===== src/sv/dwcd_pkg.sv =====
package dwcd_pkg;

  // token kinds
  localparam logic [1:0] KIND_OPEN = 2'd0;
  localparam logic [1:0] KIND_CONT = 2'd1;
  localparam logic [1:0] KIND_END  = 2'd2;
  localparam logic [1:0] KIND_CMD  = 2'd3;

  // special bytes
  localparam logic [7:0] B_NUL = 8'h00;
  localparam logic [7:0] B_DEL = 8'h7F;
  localparam logic [7:0] B_ESC = 8'h1B;
  localparam logic [7:0] B_FF  = 8'h0C;
  localparam logic [7:0] B_CR  = 8'h0D;
  localparam logic [7:0] B_LF  = 8'h0A;
  localparam logic [7:0] B_BS  = 8'h08;
  localparam logic [7:0] B_US  = 8'h1F;
  localparam logic [7:0] B_RS  = 8'h1E;
  localparam logic [7:0] B_HT  = 8'h09;
  localparam logic [7:0] B_VT  = 8'h0B;
  localparam logic [7:0] B_DC1 = 8'h11;
  localparam logic [7:0] B_SO  = 8'h0E;
  localparam logic [7:0] B_CAN = 8'h18;
  localparam logic [7:0] B_SYN = 8'h16;
  localparam logic [7:0] B_GS  = 8'h1D;
  localparam logic [7:0] B_P   = 8'h50;
  localparam logic [7:0] B_SPACE = 8'h20;
  localparam logic [7:0] WHEEL_A2 = 8'hA2;
  localparam logic [7:0] WHEEL_A9 = 8'hA9;

  // command codes
  localparam logic [5:0] CMD_FORM_FEED      = 6'd0;
  localparam logic [5:0] CMD_BEGIN_LINE     = 6'd1;
  localparam logic [5:0] CMD_LINE_FEED      = 6'd2;
  localparam logic [5:0] CMD_BACKSPACE      = 6'd3;
  localparam logic [5:0] CMD_TOP_MARGIN     = 6'd4;
  localparam logic [5:0] CMD_BOTTOM_MARGIN  = 6'd5;
  localparam logic [5:0] CMD_CLEAR_TB       = 6'd6;
  localparam logic [5:0] CMD_LEFT_MARGIN    = 6'd7;
  localparam logic [5:0] CMD_RIGHT_MARGIN   = 6'd8;
  localparam logic [5:0] CMD_HALF_LF        = 6'd9;
  localparam logic [5:0] CMD_REV_HALF_LF    = 6'd10;
  localparam logic [5:0] CMD_REV_LF         = 6'd11;
  localparam logic [5:0] CMD_SEC_COLOR      = 6'd12;
  localparam logic [5:0] CMD_PRI_COLOR      = 6'd13;
  localparam logic [5:0] CMD_BOLD_ON        = 6'd14;
  localparam logic [5:0] CMD_SHADOW_ON      = 6'd15;
  localparam logic [5:0] CMD_CANCEL_WP      = 6'd16;
  localparam logic [5:0] CMD_CANCEL_BOLD    = 6'd17;
  localparam logic [5:0] CMD_AUTO_CENTER    = 6'd18;
  localparam logic [5:0] CMD_AUTO_JUSTIFY   = 6'd19;
  localparam logic [5:0] CMD_UL_ON          = 6'd20;
  localparam logic [5:0] CMD_UL_OFF         = 6'd21;
  localparam logic [5:0] CMD_FWD_PRINT      = 6'd22;
  localparam logic [5:0] CMD_BWD_PRINT      = 6'd23;
  localparam logic [5:0] CMD_HTAB_SET       = 6'd24;
  localparam logic [5:0] CMD_HTAB_CLEAR     = 6'd25;
  localparam logic [5:0] CMD_VTAB_SET       = 6'd26;
  localparam logic [5:0] CMD_CLEAR_TABS     = 6'd27;
  localparam logic [5:0] CMD_RESET_HMI      = 6'd28;
  localparam logic [5:0] CMD_MICRO_BS       = 6'd29;
  localparam logic [5:0] CMD_WHEEL_A2       = 6'd30;
  localparam logic [5:0] CMD_WHEEL_A9       = 6'd31;
  localparam logic [5:0] CMD_PRINT_SUPPRESS = 6'd32;
  localparam logic [5:0] CMD_ABS_HTAB       = 6'd33;
  localparam logic [5:0] CMD_ABS_VTAB       = 6'd34;
  localparam logic [5:0] CMD_SET_HMI        = 6'd35;
  localparam logic [5:0] CMD_SET_VMI        = 6'd36;
  localparam logic [5:0] CMD_REMOTE_RESET   = 6'd37;

  // token buffer
  localparam int BUF_DEPTH = 4;
  localparam int CNT_W     = 3;

  typedef struct packed {
    logic [1:0] kind;
    logic [5:0] code;
    logic [7:0] value;
    logic       last;
  } tok_t;

  // up to two tokens handed to the buffer per byte
  typedef struct packed {
    logic [1:0] n;
    tok_t       tok0;
    tok_t       tok1;
  } push_t;

  function automatic logic is_selector(input logic [7:0] b);
    logic hit;
    unique case (b)
      B_FF, B_US, B_HT, B_RS, B_VT, B_DC1, B_SO, B_CR, B_CAN, B_SYN, B_GS: hit = 1'b1;
      default: hit = 1'b0;
    endcase
    return hit;
  endfunction

  // {hit, code} for ESC followed by one byte
  function automatic logic [6:0] esc_code(input logic [7:0] b);
    logic [6:0] r;
    unique case (b)
      8'h54:   r = {1'b1, CMD_TOP_MARGIN};
      8'h4C:   r = {1'b1, CMD_BOTTOM_MARGIN};
      8'h43:   r = {1'b1, CMD_CLEAR_TB};
      8'h39:   r = {1'b1, CMD_LEFT_MARGIN};
      8'h30:   r = {1'b1, CMD_RIGHT_MARGIN};
      8'h55:   r = {1'b1, CMD_HALF_LF};
      8'h44:   r = {1'b1, CMD_REV_HALF_LF};
      B_LF:    r = {1'b1, CMD_REV_LF};
      8'h41:   r = {1'b1, CMD_SEC_COLOR};
      8'h42:   r = {1'b1, CMD_PRI_COLOR};
      8'h4F:   r = {1'b1, CMD_BOLD_ON};
      8'h57:   r = {1'b1, CMD_SHADOW_ON};
      8'h58:   r = {1'b1, CMD_CANCEL_WP};
      8'h26:   r = {1'b1, CMD_CANCEL_BOLD};
      8'h3D:   r = {1'b1, CMD_AUTO_CENTER};
      8'h4D:   r = {1'b1, CMD_AUTO_JUSTIFY};
      8'h45:   r = {1'b1, CMD_UL_ON};
      8'h52:   r = {1'b1, CMD_UL_OFF};
      8'h35:   r = {1'b1, CMD_FWD_PRINT};
      8'h36:   r = {1'b1, CMD_BWD_PRINT};
      8'h31:   r = {1'b1, CMD_HTAB_SET};
      8'h38:   r = {1'b1, CMD_HTAB_CLEAR};
      8'h2D:   r = {1'b1, CMD_VTAB_SET};
      8'h32:   r = {1'b1, CMD_CLEAR_TABS};
      8'h53:   r = {1'b1, CMD_RESET_HMI};
      B_BS:    r = {1'b1, CMD_MICRO_BS};
      8'h59:   r = {1'b1, CMD_WHEEL_A2};
      8'h5A:   r = {1'b1, CMD_WHEEL_A9};
      8'h37:   r = {1'b1, CMD_PRINT_SUPPRESS};
      default: r = 7'd0;
    endcase
    return r;
  endfunction

endpackage


===== src/sv/dwcd_parser.sv =====
module dwcd_parser (
  input  logic           clk,
  input  logic           rst_n,
  input  logic [7:0]     byte_in,
  input  logic           consume,
  input  logic           suppress_ff,
  output dwcd_pkg::push_t push
);

  typedef enum logic [1:0] {ST_IDLE, ST_RUN, ST_ESC, ST_ARG} pstate_t;

  pstate_t    state_r, state_nxt;
  logic [7:0] sel_r, sel_nxt;
  logic       ff_pending_r, ff_pending_nxt;

  // control byte handling
  logic           ctl_has;
  dwcd_pkg::tok_t ctl_tok;
  pstate_t        ctl_state;
  logic           ctl_ff_pending;

  logic [6:0]     esc;
  logic [1:0]     n;
  dwcd_pkg::tok_t t0, t1;

  function automatic dwcd_pkg::tok_t mk(input logic [1:0] kind, input logic [5:0] code,
                                        input logic [7:0] value);
    dwcd_pkg::tok_t t;
    t.kind  = kind;
    t.code  = code;
    t.value = value;
    t.last  = 1'b0;
    return t;
  endfunction

  always_comb begin
    ctl_has        = 1'b1;
    ctl_tok        = '0;
    ctl_state      = ST_IDLE;
    ctl_ff_pending = ff_pending_r;
    unique case (byte_in)
      dwcd_pkg::B_FF: begin
        if (suppress_ff && ff_pending_r) begin
          ctl_has        = 1'b0;
          ctl_ff_pending = 1'b0;
        end else begin
          ctl_tok = mk(dwcd_pkg::KIND_CMD, dwcd_pkg::CMD_FORM_FEED, 8'd0);
        end
      end
      dwcd_pkg::B_CR: ctl_tok = mk(dwcd_pkg::KIND_CMD, dwcd_pkg::CMD_BEGIN_LINE, 8'd0);
      dwcd_pkg::B_LF: ctl_tok = mk(dwcd_pkg::KIND_CMD, dwcd_pkg::CMD_LINE_FEED, 8'd0);
      dwcd_pkg::B_BS: ctl_tok = mk(dwcd_pkg::KIND_CMD, dwcd_pkg::CMD_BACKSPACE, 8'd0);
      dwcd_pkg::B_ESC: begin
        ctl_has   = 1'b0;
        ctl_state = ST_ESC;
      end
      default: ctl_has = 1'b0;
    endcase
  end

  always_comb begin
    state_nxt      = state_r;
    sel_nxt        = sel_r;
    ff_pending_nxt = ff_pending_r;
    n              = 2'd0;
    t0             = '0;
    t1             = '0;
    esc            = dwcd_pkg::esc_code(byte_in);
    if (byte_in != dwcd_pkg::B_NUL && byte_in != dwcd_pkg::B_DEL) begin
      unique case (state_r)
        ST_IDLE, ST_RUN: begin
          if (byte_in < dwcd_pkg::B_SPACE) begin
            state_nxt      = ctl_state;
            ff_pending_nxt = ctl_ff_pending;
            if (state_r == ST_RUN) begin
              // close the run first
              t0 = mk(dwcd_pkg::KIND_END, dwcd_pkg::CMD_FORM_FEED, 8'd0);
              t1 = ctl_tok;
              n  = ctl_has ? 2'd2 : 2'd1;
            end else begin
              t0 = ctl_tok;
              n  = ctl_has ? 2'd1 : 2'd0;
            end
          end else begin
            t0 = mk((state_r == ST_RUN) ? dwcd_pkg::KIND_CONT : dwcd_pkg::KIND_OPEN,
                    dwcd_pkg::CMD_FORM_FEED, byte_in);
            n         = 2'd1;
            state_nxt = ST_RUN;
          end
        end
        ST_ESC: begin
          state_nxt = ST_IDLE;
          if (dwcd_pkg::is_selector(byte_in)) begin
            sel_nxt   = byte_in;
            state_nxt = ST_ARG;
          end else if (esc[6]) begin
            n = 2'd1;
            if (esc[5:0] == dwcd_pkg::CMD_WHEEL_A2) begin
              t0 = mk(dwcd_pkg::KIND_CMD, esc[5:0], dwcd_pkg::WHEEL_A2);
            end else if (esc[5:0] == dwcd_pkg::CMD_WHEEL_A9) begin
              t0 = mk(dwcd_pkg::KIND_CMD, esc[5:0], dwcd_pkg::WHEEL_A9);
            end else begin
              t0 = mk(dwcd_pkg::KIND_CMD, esc[5:0], 8'd0);
            end
          end
        end
        ST_ARG: begin
          state_nxt = ST_IDLE;
          unique case (sel_r)
            dwcd_pkg::B_HT: begin
              n  = 2'd1;
              t0 = mk(dwcd_pkg::KIND_CMD, dwcd_pkg::CMD_ABS_HTAB, byte_in);
            end
            dwcd_pkg::B_VT: begin
              n  = 2'd1;
              t0 = mk(dwcd_pkg::KIND_CMD, dwcd_pkg::CMD_ABS_VTAB, byte_in);
            end
            dwcd_pkg::B_US: begin
              n  = 2'd1;
              t0 = mk(dwcd_pkg::KIND_CMD, dwcd_pkg::CMD_SET_HMI, byte_in - 8'd1);
            end
            dwcd_pkg::B_RS: begin
              n  = 2'd1;
              t0 = mk(dwcd_pkg::KIND_CMD, dwcd_pkg::CMD_SET_VMI, byte_in - 8'd1);
            end
            dwcd_pkg::B_FF: begin
              n  = 2'd1;
              t0 = mk(dwcd_pkg::KIND_CMD, dwcd_pkg::CMD_CLEAR_TB, 8'd0);
            end
            dwcd_pkg::B_CR: begin
              if (byte_in == dwcd_pkg::B_P) begin
                n  = 2'd1;
                t0 = mk(dwcd_pkg::KIND_CMD, dwcd_pkg::CMD_REMOTE_RESET, 8'd0);
              end
            end
            default: n = 2'd0;
          endcase
        end
        default: state_nxt = ST_IDLE;
      endcase
    end
    // mark the final token of this byte
    t0.last = (n == 2'd1);
    t1.last = (n == 2'd2);
    push.n    = n;
    push.tok0 = t0;
    push.tok1 = t1;
  end

  always_ff @(posedge clk) begin
    if (!rst_n) begin
      state_r      <= ST_IDLE;
      sel_r        <= 8'd0;
      ff_pending_r <= 1'b1;
    end else if (consume) begin
      state_r      <= state_nxt;
      sel_r        <= sel_nxt;
      ff_pending_r <= ff_pending_nxt;
    end
  end

  a_two_tok_shape: assert property (@(posedge clk) disable iff (!rst_n)
    push.n == 2'd2 |-> push.tok0.kind == dwcd_pkg::KIND_END &&
                       push.tok1.kind == dwcd_pkg::KIND_CMD && push.tok1.last)
    else $error("two-token beat has wrong shape");

  a_ff_pending_sticky: assert property (@(posedge clk) disable iff (!rst_n)
    !ff_pending_r |=> !ff_pending_r)
    else $error("first form feed flag came back");

  // nul and del leave the argument wait untouched
  a_arg_returns_idle: assert property (@(posedge clk) disable iff (!rst_n)
    consume && state_r == ST_ARG && byte_in != dwcd_pkg::B_NUL &&
    byte_in != dwcd_pkg::B_DEL |=> state_r == ST_IDLE)
    else $error("argument byte did not return to idle");

endmodule


===== src/sv/dwcd_tok_buf.sv =====
module dwcd_tok_buf (
  input  logic            clk,
  input  logic            rst_n,
  input  dwcd_pkg::push_t push,
  output logic            room,
  output logic            out_valid,
  input  logic            out_ready,
  output dwcd_pkg::tok_t  head
);

  dwcd_pkg::tok_t                slot_r   [dwcd_pkg::BUF_DEPTH];
  dwcd_pkg::tok_t                slot_nxt [dwcd_pkg::BUF_DEPTH];
  logic [dwcd_pkg::CNT_W-1:0]    cnt_r, cnt_nxt, base;
  logic                          pop;

  assign out_valid = (cnt_r != '0);
  assign head      = slot_r[0];
  assign pop       = out_valid && out_ready;
  // room for a two-token beat, from the registered count only
  assign room      = (cnt_r <= dwcd_pkg::CNT_W'(dwcd_pkg::BUF_DEPTH - 2));

  always_comb begin
    base    = cnt_r - dwcd_pkg::CNT_W'(pop);
    cnt_nxt = base + dwcd_pkg::CNT_W'(push.n);
    for (int i = 0; i < dwcd_pkg::BUF_DEPTH; i++) begin
      slot_nxt[i] = slot_r[i];
    end
    // shift toward the head on a pop
    if (pop) begin
      for (int i = 0; i < dwcd_pkg::BUF_DEPTH - 1; i++) begin
        slot_nxt[i] = slot_r[i+1];
      end
    end
    for (int i = 0; i < dwcd_pkg::BUF_DEPTH; i++) begin
      if (push.n != 2'd0 && base == dwcd_pkg::CNT_W'(i)) begin
        slot_nxt[i] = push.tok0;
      end
      if (push.n == 2'd2 && base + dwcd_pkg::CNT_W'(1) == dwcd_pkg::CNT_W'(i)) begin
        slot_nxt[i] = push.tok1;
      end
    end
  end

  always_ff @(posedge clk) begin
    if (!rst_n) begin
      cnt_r <= '0;
    end else begin
      cnt_r <= cnt_nxt;
    end
  end

  always_ff @(posedge clk) begin
    slot_r <= slot_nxt;
  end

  a_cnt_bound: assert property (@(posedge clk) disable iff (!rst_n)
    cnt_r <= dwcd_pkg::CNT_W'(dwcd_pkg::BUF_DEPTH))
    else $error("token buffer overfilled");

  a_push_room: assert property (@(posedge clk) disable iff (!rst_n)
    push.n != 2'd0 |-> room)
    else $error("tokens pushed without room");

endmodule


===== src/sv/daisywheel_command_decoder_unit.sv =====
// Daisywheel command decoder: takes one byte of the printer command stream per
// in_ beat and produces zero, one or two token beats on out_ (an end-of-run
// token followed by a command when a control byte closes a text run).
// out_last_of_item marks the final token of each byte. An input byte sits in
// an input register and is decoded combinationally into a four-entry token
// buffer; a byte is taken from the input register whenever the buffer holds at
// most two tokens, so with out_ready high the block takes one byte per cycle
// and the output side sustains one token per cycle; bytes that give two tokens
// are limited by that one-token-per-cycle output. in_ready depends only on
// registered state. cfg_wr_data is the suppress-first-form-feed bit; write it
// only while idle.
module daisywheel_command_decoder_unit (
  input  logic       clk,
  input  logic       rst_n,
  // byte input
  input  logic       in_valid,
  output logic       in_ready,
  input  logic [7:0] in_byte,
  // token output
  output logic       out_valid,
  input  logic       out_ready,
  output logic [1:0] out_token_kind,
  output logic [5:0] out_command_code,
  output logic [7:0] out_token_value,
  output logic       out_last_of_item,
  // configuration
  input  logic       cfg_wr_en,
  input  logic       cfg_wr_data
);

  logic            byte_vld_r;
  logic [7:0]      byte_r;
  logic            suppress_ff_r;
  logic            room;
  logic            consume;
  dwcd_pkg::push_t push_raw, push_g;
  dwcd_pkg::tok_t  head;

  // the held byte moves on when the buffer has room for its worst case
  assign consume  = byte_vld_r && room;
  assign in_ready = !byte_vld_r || room;

  // input register
  always_ff @(posedge clk) begin
    if (!rst_n) begin
      byte_vld_r <= 1'b0;
    end else if (in_ready) begin
      byte_vld_r <= in_valid;
    end
  end

  always_ff @(posedge clk) begin
    if (in_valid && in_ready) begin
      byte_r <= in_byte;
    end
  end

  // configuration register
  always_ff @(posedge clk) begin
    if (!rst_n) begin
      suppress_ff_r <= 1'b0;
    end else if (cfg_wr_en) begin
      suppress_ff_r <= cfg_wr_data;
    end
  end

  // decode and parse state
  dwcd_parser u_parser (
    .clk         (clk),
    .rst_n       (rst_n),
    .byte_in     (byte_r),
    .consume     (consume),
    .suppress_ff (suppress_ff_r),
    .push        (push_raw)
  );

  // only a byte that moves on pushes tokens
  always_comb begin
    push_g   = push_raw;
    push_g.n = consume ? push_raw.n : 2'd0;
  end

  // token buffer feeding the output
  dwcd_tok_buf u_tok_buf (
    .clk       (clk),
    .rst_n     (rst_n),
    .push      (push_g),
    .room      (room),
    .out_valid (out_valid),
    .out_ready (out_ready),
    .head      (head)
  );

  assign out_token_kind   = head.kind;
  assign out_command_code = head.code;
  assign out_token_value  = head.value;
  assign out_last_of_item = head.last;

endmodule

===== config.mk =====
export PLATFORM = sky130hd
export DESIGN_NAME = daisywheel_command_decoder_unit
export DESIGN_NICKNAME = d
export VERILOG_FILES = /design/src/sv/dwcd_pkg.sv /design/src/sv/dwcd_parser.sv /design/src/sv/dwcd_tok_buf.sv /design/src/sv/daisywheel_command_decoder_unit.sv
export SDC_FILE = /design/constraint.sdc
export NUM_CORES = 1
export LEC_CHECK = 0
export BUFFER_PORTS_ARGS = -buffer_cell sky130_fd_sc_hd__buf_2
export CAP_MARGIN = 20
export CELL_PAD_IN_SITES_DETAIL_PLACEMENT = 1
export CELL_PAD_IN_SITES_GLOBAL_PLACEMENT = 2
export CORE_UTILIZATION = 40
export DETAILED_ROUTE_END_ITERATION = 12
export GPL_TIMING_DRIVEN = 0
export PLACE_DENSITY_LB_ADDON = 0.1
export SETUP_SLACK_MARGIN = 0.02
export SYNTH_ARGS = -nofsm -noshare
export SYNTH_HDL_FRONTEND = slang
export SYNTH_SLANG_ARGS = --single-unit
export TNS_END_PERCENT = 100

===== constraint.sdc =====
create_clock -name clk -period 4.4 [get_ports clk]
set_input_delay 0.22 -clock clk [delete_from_list [all_inputs] [get_ports clk]]
set_output_delay 0.22 -clock clk [all_outputs]
set_load 0.1 [all_outputs]

---- Word-level counts from Yosys, hierarchy flattened ----
Memories as Yosys holds them, arrays and structs flattened. A register that Yosys moved wholly into a read port is not among the register bits.
Index checks and enable logic that the tools add are counted.
W data, S select, Z words.
storage, ports and cells
  bits in registers ....................... 92
  bits in read-only memories .............. 928
  input bits .............................. 14
  output and inout port bits .............. 19
  logic and storage cells ................. 139
  memories kept ........................... 2
operators by class
  add/subtract/negate cells ............... 4
  order comparisons ....................... 2
  equality and inequality tests ........... 27
  muxes and demuxes ....................... 49
  reduce and logical (&&, ||, !) cells .... 32
memory list
  memory            depth  width  rd ports  clocked after memory_dff  wr ports  RTL line         text
  (name not given)  128    7      1         1                         0         dwcd_pkg.sv:101  unique case (b)
  (name not given)  32     1      1         1                         0         dwcd_pkg.sv:91   unique case (b)
operator list
  cell                   count
  $mux W17               19
  $pmux W17 S6           1
  $pmux W17 S4           1
  $eq A8 B4 Y1 const B   8
  $mux W51               1
  $pmux W17 S3           1
  $eq A8 B5 Y1 const B   3
  $mux W2                9
  $mux W9                2
  $mux W7                2
  $logic_and A1 B1 Y1    13
  $eq A3 B2 Y1 const B   4
  $eq A6 B5 Y1 const B   2
  $pmux W2 S3            2
  $reduce_bool A3 Y1     4
  $logic_not A3 Y1       3
  $eq A2 B2 Y1 const B   4
  $eq A8 B7 Y1 const B   1
  $lt A8 B6 Y1 const B   1
  $mux W1                8
  $ne A8 B7 Y1 const B   1
  $reduce_bool A8 Y1     1
  $sub A8 B1 Y8 const B  1
  $eq A3 B1 Y1 const B   2
  other kinds (18)       20

---- Longest topological paths before layout ----
Gate-level depths: netlist (run 1).
  depth in word-level cells ............... 13
  gate-level depth with buffers ........... 16

---- Cells and area by module ----
A second synthesis (run 1) with hierarchy kept.
unflattened totals
  cell total of the unflattened synthesis .. 739
  area total of the unflattened synthesis .. 6628.9 µm²
by module, submodules not included
  module                           instances  cells an instance  area each (µm²)  seq. area each (µm²)
  dwcd_tok_buf                     1          408                4229.1           2102.0
  dwcd_parser                      1          312                2043.2           220.2
  daisywheel_command_decoder_unit  1          19                 356.6            280.3

---- Least setup slack after synthesis (run 1) ----
OpenSTA, ideal clock, no wires.
  kind .................................... register to register
  start ................................... reg u_tok_buf.cnt_r[2] in the netlist's numbering
  end ..................................... reg u_tok_buf.slot_r[34] in the netlist's numbering, enable pin
  library setup time ...................... 0.463 ns
  data arrival time ....................... 3.429 ns
  slack ................................... 0.509 ns
  stages on the path, launching flop included .. 12
  buffers on the path ..................... 0
  clock period less this slack ............ 3.891 ns
  cell sequence ........................... dfxtp_1 -> or3_1 -> nand2_1 -> inv_1 -> ha_1 -> ha_1 -> nor2_1 -> ha_1 -> and3_1 -> nand3_1 -> o21bai_1 -> nand4_1
on the way
  cells in the longest elaborated chain, start to end .. 7
  elaborated cells between the ends (all ways) .. 14
  classes of those cells .................. 2 x add/sub; 1 x order compare; 3 x eq/ne; 1 x mux; 7 x reduce/logical
ends and longest elaborated chain
  item                                   RTL line                               text
  start, declared                        dwcd_tok_buf.sv:13                     logic [dwcd_pkg::CNT_W-1:0] cnt_r, cnt_nxt, base;
  start signal, assigned                 dwcd_tok_buf.sv:48                     cnt_r <= cnt_nxt;
  $reduce_bool A3 Y1 *                   dwcd_tok_buf.sv:16                     assign out_valid = (cnt_r != '0);
  via out_valid                          daisywheel_command_decoder_unit.sv:20  output logic out_valid,
  $logic_and A1 B1 Y1 *                  dwcd_tok_buf.sv:18                     assign pop = out_valid && out_ready;
  $sub A3 B1 Y3                          dwcd_tok_buf.sv:23                     base = cnt_r - dwcd_pkg::CNT_W'(pop);
  $add A3 B1 Y3                          dwcd_tok_buf.sv:38                     if (push.n == 2'd2 && base + dwcd_pkg::CNT_W'(1) == dwcd_pkg::CNT_W'(i)) begin
  $eq A3 B1 Y1                           dwcd_tok_buf.sv:38
  $logic_and A1 B1 Y1                    dwcd_tok_buf.sv:38
  $reduce_bool A3 Y1 (no source line) *  n/a
  end signal, assigned                   dwcd_tok_buf.sv:53                     slot_r <= slot_nxt;
  end, declared                          dwcd_tok_buf.sv:11                     dwcd_pkg::tok_t slot_r [dwcd_pkg::BUF_DEPTH];
The timed path passes the listed nets; every way through them passes the cells marked *.
A chain may end at the register's enable or synchronous reset.

---- Worst setup path after layout (run 1) ----
  start ................................... reg byte_r[1]
  end ..................................... reg u_tok_buf.slot_r (netlist bit u_tok_buf.head[6]), enable pin
on the way
  cells in the longest elaborated chain, start to end .. 12
  elaborated cells between the ends (all ways) .. 25
  classes of those cells .................. 1 x order compare; 7 x eq/ne; 10 x mux; 7 x reduce/logical
ends and longest elaborated chain
  item                                                       RTL line                                text
  start, declared                                            daisywheel_command_decoder_unit.sv:32   logic [7:0] byte_r;
  start signal, assigned                                     daisywheel_command_decoder_unit.sv:54   byte_r <= in_byte;
  $eq A8 B4 Y1                                               dwcd_parser.sv:41                       unique case (byte_in)
  $reduce_or A3 Y1 (no source line)                          n/a
  $pmux W1 S2                                                dwcd_parser.sv:41
  $mux W1 / $mux W2 (equally long branches)                  dwcd_parser.sv:82, dwcd_parser.sv:79
  $mux W2                                                    dwcd_parser.sv:75                       if (state_r == ST_RUN) begin
  $mux W2                                                    dwcd_parser.sv:72                       if (byte_in < dwcd_pkg::B_SPACE) begin
  $pmux W2 S3                                                dwcd_parser.sv:70                       unique case (state_r)
  $mux W2 *                                                  dwcd_parser.sv:69                       if (byte_in != dwcd_pkg::B_NUL && byte_in != dwcd_pkg::B_DEL) begin
  $mux W2 *                                                  daisywheel_command_decoder_unit.sv:80   push_g.n = consume ? push_raw.n : 2'd0;
  $eq A2 B2 Y1 / $reduce_bool A2 Y1 (equally long branches)  dwcd_tok_buf.sv:38, dwcd_tok_buf.sv:35
  $logic_and A1 B1 Y1 (on tied branches)                     dwcd_tok_buf.sv:38, dwcd_tok_buf.sv:35
  $reduce_bool A3 Y1 (no source line) *                      n/a
Every way passes the cells marked *; elsewhere a longest branch is shown, timed or not.

==> metrics.md, run 1 <==
| Metric | Value |
|---|---|
| Final Hold Vio Count | 0 |
| Routed len/inst | 22.5 um |
| Result of the run | finished, final reports clean |
| Cell total after placement | 1022 |
| DRC Markers | 0 |
| Endpoints failing setup | 0 |
| Count of warnings emitted by yosys | 0 |
| Maximum clock frequency | 0.248 GHz |
| Least-Margin Pin Slew | 1040 ps |
| Fraction of the core area covered by cells at the end of the flow | 0.453 |
| Classification of the worst-slack hold path | in2reg |
| Finished Layout Cells | 1041 |
| Critical path, cell by cell | inv_1 > ha_1 > a21boi_0 > o32a_1 > nand3_1 > inv_1 > ha_1 > nor3_4 > a211o_2 > o2111ai_1 > nand4_1 > buf_4 |
| Width of the chip | 135 um |
| Initial core utilization | 0.410 |
| Number of flip-flops and latches in the synthesized netlist | 100 |
| Synthesis-to-layout area growth | 10.4% |
| Mean instance size in the synthesized netlist | 9.27 um^2 |
| Critical path required time | 4450 ps |
| Max-slew violations | 0 |
| Area of all placed cells without fillers | 7830 um^2 |
| Vias in the first global route | 6450 |
| Clock transition at the registers of the reported paths | 70 ps |
| Setup CP Type | reg2reg |
| Clock tree buffer depth | 2 |
| Post-Synthesis Cells | 765 |
| Accumulated negative setup slack | 0 ps |
| Max capacitance violation total | 0 |
| Largest stage delay on the critical path | 570 ps |
| RSZ-0062 raised after global routing | false |
| DPL Wire Length | 18.4 mm |
| Cells on worst reg2reg path | 12 |
| Total detailed-routing wirelength | 23.4 mm |
| Placeable core area | 17300 um^2 |
| Clock sink count | 100 |
| Primary FF master, synth | edfxtp_1 |
| Peak supply drop | 0.353 mV |
| Kind of end point of the critical path | flop |
| Leakage power total | 2.93 nW |
| GRT Util Overall | 0.267 |
| Diodes inserted | 0 |
| Number of placement rows | 48 |
| Die extent in y | 135 um |
| Post-synthesis instance area | 7090 um^2 |
| TritonCTS clock tree | built |
| Vias | 6350 |
| Worst-case clock skew | 8.45 ps |
| Endpoint of the worst setup timing path | u_tok_buf.head[6] |
| Number of antenna violations at the first check in global routing | 0 |
| Largest net degree at the start of global routing | 18 |
| CTS Buf Count | 9 |
| Category of the worst setup path launch point | flop |
| Worst R2R Setup Slack | 370 ps |
| Part of the cycle the worst path needs | 0.917 |
| Drt first-iter violations | 471 |
| Global-route wire length before repair | 36.7 mm |
| Worst flop-to-flop path startpoint | byte_r[1] |
| Critical path peak fanout | 17 |
| Count of distinct cell types in the synthesized netlist | 98 |
| Power Dens Cells | 497 nW/um^2 |
| Slew HR | 0.304 |
| Worst R2R End | u_tok_buf.head[6] |
| Placer congestion estimate | 0.876 |
| Worst path arrival time | 4080 ps |
| Worst slack, placed | -367 ps |
| CTS HTree Levels | 3 |
| Final worst hold slack | 35.9 ps |
| Layout cell share with drive strength beyond 1 | 0.191 |
| Die Footprint | 18300 um^2 |
| Post-DR vias/cell | 6.10 |
| Final worst slack | 367 ps |
| Root Driver | clkbuf_16 |
| Instance area after placement | 7530 um^2 |
| Startpoint of the worst setup timing path | byte_r[1] |
| Critical-path cell with the highest stage delay | edfxtp_1 |
| Post-Syn Nets | 799 |
| Antenna viol nets, final | 0 |
| Final net count | 845 |
| Minimum period implied by the final worst setup slack | 4030 ps |
| Boundary pin count | 33 |
| Number of flops mapped to enable cells by yosys | 76 |
| Final Power | 3.89 mW |
| Number of port buffers | 32 |
| Fraction of the yosys area taken by sequential cells | 0.389 |
| Sum of overflow across all layers after global routing | 0 |
| Post-synth ARST share | 0 |
| Insertion delay of the later-clocked pin in the worst-skew pair | 360 ps |
| Number of search-and-repair iterations in the first detailed-routing pass | 4 |
worst min path at each step:
| stage | depth (start not counted) | to | from |
|---|---|---|---|
| final | 1 | byte_r[7] | in_byte[7] |
| after global routing | 1 | byte_r[7] | in_byte[7] |
| after CTS | 1 | byte_r[7] | in_byte[7] |
| after detailed placement | 1 | byte_r[7] | in_byte[7] |
| after global placement | 1 | byte_r[7] | in_byte[7] |
| after floorplan | 1 | u_parser.ff_pending_r | rst_n |
repair_timing:
action	in CTS	in global routing
endpoints found under the setup margin	51	34
buffers inserted	3	0
resized for setup	0	3
pin swaps	3	0
hold buffers	0	0
placed cells by master (no fill, tap or decap), drive strengths merged, types with 15 or more instances in the layout:
| master | count |
|---|---|
| nor3 | 15 |
| mux2i | 15 |
| a21oi | 76 |
| clkbuf | 30 |
| dfxtp | 24 |
| nor2 | 34 |
| nand3 | 61 |
| and3 | 16 |
| nand2 | 56 |
| inv | 29 |
| a31oi | 18 |
| buf | 83 |
| edfxtp | 76 |
| ha | 19 |
| nand2b | 15 |
| o21ai | 82 |
critical path, delay by kind of cell, from the launching register on:
family          cells  cell delay, ps
compound gates      4             990
fa+ha+maj           2             630
buf+inv             3             690
flops               1             570
simple gates        3             840
logic make-up after synthesis:
family | share of synthesized area
flops | 0.389
compound gates | 0.259
simple gates | 0.207
mux | 0.0328
fa+ha+maj | 0.0363
xor+xnor | 0.00353
buf+inv | 0.0714
state kept, by name, summed over array words and instances (netlist names), named ones only:
register,flops
byte_r,8
byte_vld_r,1
suppress_ff_r,1
u_parser.ff_pending_r,1
u_parser.sel_r,8
u_parser.state_r,2
u_tok_buf.cnt_r,3
u_tok_buf.head,17
u_tok_buf.slot_r,51
metal layers:
metal	vias to the layer above	global-route usage	wire length, um
li1	2971	-	-
met1	3201	0.321	9760
met2	149	0.488	12400
met3	29	0.0299	766
met4	0	0.0986	528
met5	-	0	0
synthesized netlist by cell type, types with 8 or more instances:
cell type	number	area share
ha_1	19	0.034
nand2_1	55	0.029
nand2b_1	15	0.013
mux2i_1	14	0.020
nor3_1	12	0.0085
and2_1	8	0.0071
buf_4	24	0.025
and3_1	15	0.013
o211ai_1	11	0.012
a21oi_1	75	0.053
nor2_1	31	0.016
inv_1	24	0.013
o21ai_0	74	0.052
nand3_1	59	0.042
nor2b_1	10	0.0088
buf_2	17	0.012
a31oi_1	18	0.016
dfxtp_1	24	0.068
clkbuf_1	19	0.010
a211oi_1	8	0.0085
edfxtp_1	76	0.32
power by group:
part | switching (mW) | internal, mW | total [mW]
clock | 0.373 | 0.384 | 0.757
sequential | 0.0827 | 1.31 | 1.40
combinational | 1.25 | 0.484 | 1.74
area by class of cell:
type	instances	area, um^2
clock inverter	6	37.5
sequential	100	2760
buffer	68	407
timing repair buffer	35	183
clock buffer	10	229
multi-input combinational	570	3830
fill	2017	9470
inverter	27	101
tap	225	282
No activity file was read; power rests on OpenSTA's default activity.
==> run 2: changes to the inputs <==
BUFFER_PORTS_ARGS = default   (was -buffer_cell sky130_fd_sc_hd__buf_2)
CORE_UTILIZATION = 37   (was 40)
DONT_BUFFER_PORTS = 1   (was default)
TNS_END_PERCENT = 50   (was 100)
clock period = 3.64 ns   (was 4.4 ns; I/O delays follow)
==> metrics.md, run 2 (synthesized netlist as in run 1, its figures left out) <==
| Metric | Value |
|---|---|
| Result of the run | finished, final reports clean |
| Vias | 6290 |
| Clock transition at the registers of the reported paths | 80 ps |
| Clock sink count | 100 |
| Layout cell share with drive strength beyond 1 | 0.192 |
| Accumulated negative setup slack | 0 ps |
| Number of port buffers | 0 |
| Post-DR vias/cell | 6.07 |
| DRC Markers | 0 |
| Number of search-and-repair iterations in the first detailed-routing pass | 5 |
| Boundary pin count | 33 |
| Drt first-iter violations | 331 |
| Worst path arrival time | 3530 ps |
| Most used cells in the layout excluding fill and tap cells | edfxtp_1, a21oi_1, o21ai_0, nand3_1, nand2_1 |
| Fraction of the core area covered by cells at the end of the flow | 0.428 |
| Slew HR | 0.286 |
| Endpoints failing setup | 0 |
| Initial core utilization | 0.378 |
| Kind of end point of the critical path | flop |
| CTS Buf Count | 9 |
| Final Power | 4.91 mW |
| Fill cell count | 2166 |
| Part of the cycle the worst path needs | 0.942 |
| Total detailed-routing wirelength | 24.1 mm |
| Final worst slack | 210 ps |
| Commonest non-fill, non-tap cell in the layout | edfxtp_1 |
| Critical-path cell with the highest stage delay | or3_4 |
| Final Hold Vio Count | 0 |
| Peak supply drop | 0.253 mV |
| Root Driver | clkbuf_16 |
| GRT Util Overall | 0.249 |
| Worst-case clock skew | 12.0 ps |
| Instance area after placement | 7390 um^2 |
| Classification of the worst-slack hold path | in2reg |
| Routed len/inst | 23.2 um |
| Largest net degree at the start of global routing | 20 |
| Sum of overflow across all layers after global routing | 0 |
| Die extent in y | 140 um |
| Worst R2R End | u_tok_buf.slot_r[35] |
| Placer congestion estimate | 0.906 |
| Area of combinational cells with multiple inputs | 3930 um^2 |
| Count of buffer and inverter cells on the critical path | 3 |
| Area of all placed cells without fillers | 8030 um^2 |
| Most flop-heavy register | u_tok_buf.slot_r |
| Power Dens Cells | 612 nW/um^2 |
| Global-route wire length before repair | 37.2 mm |
| Maximum clock frequency | 0.292 GHz |
| Width of the chip | 140 um |
| Leakage power total | 2.92 nW |
| Diodes inserted | 0 |
| Worst R2R Setup Slack | 210 ps |
| Category of the worst setup path launch point | flop |
| Worst slack, placed | -1130 ps |
| Placeable core area | 18800 um^2 |
| Instance count on the critical path | 13 |
| DPL Wire Length | 18.5 mm |
| FF/Latch Area | 2760 um^2 |
| Final net count | 831 |
| Vias in the first global route | 6532 |
| CP top delay family | simple AND/OR/NAND/NOR gates |
| Critical path peak fanout | 10 |
| Largest stage delay on the critical path | 560 ps |
| RSZ-0062 raised after global routing | true |
| Number of placement rows | 50 |
| Least-Margin Pin Slew | 1070 ps |
| Die Footprint | 19700 um^2 |
| Critical path, cell by cell | or3_4 > nand2_4 > inv_1 > ha_1 > ha_4 > nor2_2 > ha_2 > and3_1 > nand3_1 > o21ba_1 > buf_2 > buf_4 > a21oi_1 |
| Critical path required time | 3740 ps |
| Clock tree buffer depth | 2 |
| Synthesis-to-layout area growth | 13.2% |
| Insertion delay of the later-clocked pin in the worst-skew pair | 360 ps |
| Minimum period implied by the final worst setup slack | 3430 ps |
| Cells on Worst Hold Path | 3 |
| Antenna viol nets, final | 0 |
| Max capacitance violation total | 0 |
| Start point of the worst min-delay path | in_byte[6] |
| TritonCTS clock tree | built |
| Worst flop-to-flop path startpoint | u_tok_buf.cnt_r[2] |
| Number of antenna violations at the first check in global routing | 0 |
| Setup CP Type | reg2reg |
| Max FFs per register | 51 |
| Cells on worst reg2reg path | 13 |
| Max-slew violations | 0 |
| CTS HTree Levels | 3 |
[run 2: changes by cell type in the layout (fill, tap and decap cells not counted), sizes merged]
cell / previous run / this run
inv: 29 / 31
buf: 83 / 58
clkinvlp: 1 / 0
dlygate4sd3: 0 / 12
bufinv: 0 / 1
clkinv: 3 / 2
clkbuf: 30 / 28
[run 2: stage by stage]
stage                     hold slack [ps]  cells
after floorplan                       244    765
after global placement                250    999
after detailed placement              252    999
after CTS                             109   1032
after global routing                  140   1036
final                                 137   1036
[run 2: worst reg2reg max path: cells and delay by family (launching register included)]
| family | cells | cell delay (ps) |
|---|---|---|
| AOI/OAI and AO/OA | 2 | 310 |
| adders and majority gates | 3 | 950 |
| buffers and inverters | 3 | 470 |
| DFF | 1 | 380 |
| and+or+nand+nor | 5 | 1090 |
[run 2: where the power goes]
| part | internal, mW | total [mW] | switching (mW) |
|---|---|---|---|
| Sequential | 1.59 | 1.72 | 0.135 |
| Combinational | 0.626 | 2.14 | 1.52 |
| Clock | 0.553 | 1.05 | 0.492 |
| Total | 2.77 | 4.91 | 2.15 |
[run 2: area by class of cell]
class | instances | area share
clock inverters | 7 | 0.0115
well taps | 234 | 0.0365
repair buffers | 21 | 0.0248
multi-input cells | 570 | 0.490
plain buffers | 68 | 0.0525
flip-flops and latches | 100 | 0.344
inverters | 27 | 0.0126
clock buffers | 9 | 0.0281
[run 2: worst max-delay path by stage]
stage,startpoint,endpoint,slack (ps)
5_1_grt,byte_r[0],u_tok_buf.head[1],-2
6_report,u_tok_buf.cnt_r[2],u_tok_buf.slot_r[35],210
4_1_cts,byte_r[0],u_tok_buf.cnt_r[2],-10
3_5_place_dp,byte_r[0],u_tok_buf.slot_r[50],-1130
2_1_floorplan,byte_r[0],u_tok_buf.slot_r[34],20
3_3_place_gp,byte_r[0],u_tok_buf.slot_r[45],-1050
[run 2: routing by layer]
| metal | vias to the layer above | wire length (um) | track usage |
|---|---|---|---|
| met1 | 3148 | 10100 | 0.294 |
| li1 | 2951 | - | - |
| met3 | 44 | 848 | 0.0304 |
| met2 | 147 | 12400 | 0.454 |
| met4 | 0 | 702 | 0.103 |
| met5 | - | 0 | 0 |
[run 2: repair_timing]
item / 4_1_cts / 5_1_grt
hold buffers: 12 / 0
setup buffers: 5 / 3
cloned: 0 / 1
endpoints found under the hold margin: 16 / 0
endpoints found under the setup margin: 125 / 109
pin swaps: 5 / 4
resized for setup: 14 / 28
==> run 3: changes to the inputs <==
CORE_UTILIZATION = 34   (was 37)
==> metrics.md, run 3 (synthesized netlist as in run 1, its figures left out) <==
| Metric | Value |
|---|---|
| Result of the run | finished, final reports clean |
| Routed len/inst | 22.0 um |
| Root Driver | clkbuf_16 |
| Most used cells in the layout excluding fill and tap cells | edfxtp_1, a21oi_1, o21ai_0, nand3_1, nand2_1 |
| TritonCTS clock tree | built |
| Placer congestion estimate | 0.849 |
| Most flop-heavy register | u_tok_buf.slot_r |
| Peak supply drop | 0.251 mV |
| Layout cell share with drive strength beyond 1 | 0.188 |
| Power Dens Cells | 598 nW/um^2 |
| Setup CP Type | reg2reg |
| Maximum clock frequency | 0.286 GHz |
| Diodes inserted | 0 |
| Max-slew violations | 0 |
| RSZ-0062 raised after global routing | true |
| Die Footprint | 21400 um^2 |
| Boundary pin count | 33 |
| Count of buffer and inverter cells on the critical path | 3 |
| Worst-case clock skew | 12.7 ps |
| Kind of end point of the critical path | flop |
| CTS HTree Levels | 3 |
| Total detailed-routing wirelength | 23.7 mm |
| Final Hold Vio Count | 0 |
| Number of search-and-repair iterations in the first detailed-routing pass | 5 |
| Largest net degree at the start of global routing | 18 |
| Sum of overflow across all layers after global routing | 0 |
| Final Power | 4.80 mW |
| Endpoints failing setup | 0 |
| Commonest non-fill, non-tap cell in the layout | edfxtp_1 |
| Least-Margin Pin Slew | 1070 ps |
| Post-DR vias/cell | 5.74 |
| Antenna viol nets, final | 0 |
| Insertion delay of the later-clocked pin in the worst-skew pair | 360 ps |
| DPL Wire Length | 18.4 mm |
| Global-route wire length before repair | 37.2 mm |
| Number of port buffers | 0 |
| Worst path arrival time | 3560 ps |
| Minimum period implied by the final worst setup slack | 3500 ps |
| Critical path required time | 3700 ps |
| Number of antenna violations at the first check in global routing | 0 |
| Clock sink count | 100 |
| Placeable core area | 20400 um^2 |
| Max FFs per register | 51 |
| Classification of the worst-slack hold path | in2reg |
| CTS Buf Count | 9 |
| CP top delay family | simple AND/OR/NAND/NOR gates |
| Die extent in y | 146 um |
| GRT Util Overall | 0.225 |
| Fraction of the core area covered by cells at the end of the flow | 0.394 |
| Max capacitance violation total | 0 |
| Largest stage delay on the critical path | 580 ps |
| Vias in the first global route | 6558 |
| Critical path peak fanout | 10 |
| Vias | 6156 |
| Category of the worst setup path launch point | flop |
| Critical path, cell by cell | or3_4 > nand2_4 > inv_1 > ha_1 > ha_2 > nor2b_2 > nand2_1 > nor4_4 > o21ai_4 > buf_6 > nand4_1 > buf_4 |
| Width of the chip | 146 um |
| Cell total after placement | 1035 |
| Final net count | 832 |
| Slew HR | 0.290 |
| Critical-path cell with the highest stage delay | or3_4 |
| Part of the cycle the worst path needs | 0.961 |
| Synthesis-to-layout area growth | 13.2% |
| Number of placement rows | 52 |
| DRC Markers | 0 |
| Clock transition at the registers of the reported paths | 70 ps |
| Clock tree buffer depth | 2 |
| Finished Layout Cells | 1073 |
| Initial core utilization | 0.348 |
| Drt first-iter violations | 328 |
| Final worst hold slack | 131 ps |
| Leakage power total | 2.91 nW |
run 3: worst paths after layout:
check | end | depth (start not counted) | from | slack, ps
worst max-delay path | u_tok_buf.slot_r[37] | 12 | u_tok_buf.cnt_r[2] | 140
worst min-delay path | flop | 3 | in_byte[6] | 130
worst max register to register | u_tok_buf.slot_r[37] | 12 | u_tok_buf.cnt_r[2] | 140
worst min register to register | u_parser.sel_r[3] | 2 | u_parser.sel_r[3] | 490
run 3: area by class of cell:
| cell class | count | area [um^2] |
|---|---|---|
| tap | 270 | 338 |
| fill | 2351 | 12300 |
| clock inverter | 7 | 51.3 |
| inverter | 27 | 101 |
| buffer | 68 | 420 |
| clock buffer | 9 | 225 |
| multi-input combinational | 570 | 3930 |
| timing repair buffer | 22 | 206 |
| sequential | 100 | 2760 |
run 3: power breakdown:
group          total (mW)  leakage [nW]  internal, mW  switching (mW)
Clock               0.919         0.135         0.468           0.451
Combinational        2.16          1.86         0.644            1.52
Sequential           1.72         0.912          1.59           0.135
Total                4.80          2.91          2.70            2.10
run 3: through the flow:
stage,instance area (um^2),setup WS (ps),setup TNS (ps)
floorplan,7100,20.7,0
global placement,7440,-1070,-72870
detailed placement,7440,-1150,-80570
CTS,7960,32.1,0
global route,8030,-5.64,-11.3
finish,8030,141,0
run 3: worst min-delay path, delay by kind of cell:
family,cells,cell delay [ps]
compound gates,1,110
simple gates,2,110
run 3: timing repair:
action | 4_1_cts | 5_1_grt
buffers inserted | 7 | 2
hold buffers | 12 | 0
hold endpoints to repair | 16 | 0
gates cloned | 1 | 0
resized for setup | 19 | 18
endpoints found under the setup margin | 126 | 110
pin swaps | 5 | 4
run 3: routing by layer:
metal,global-route usage,share of wire,vias to the layer above
met5,0,0,-
met4,0.0917,0.030,0
met3,0.0288,0.021,41
met2,0.397,0.51,108
met1,0.277,0.44,3061
li1,-,-,2946
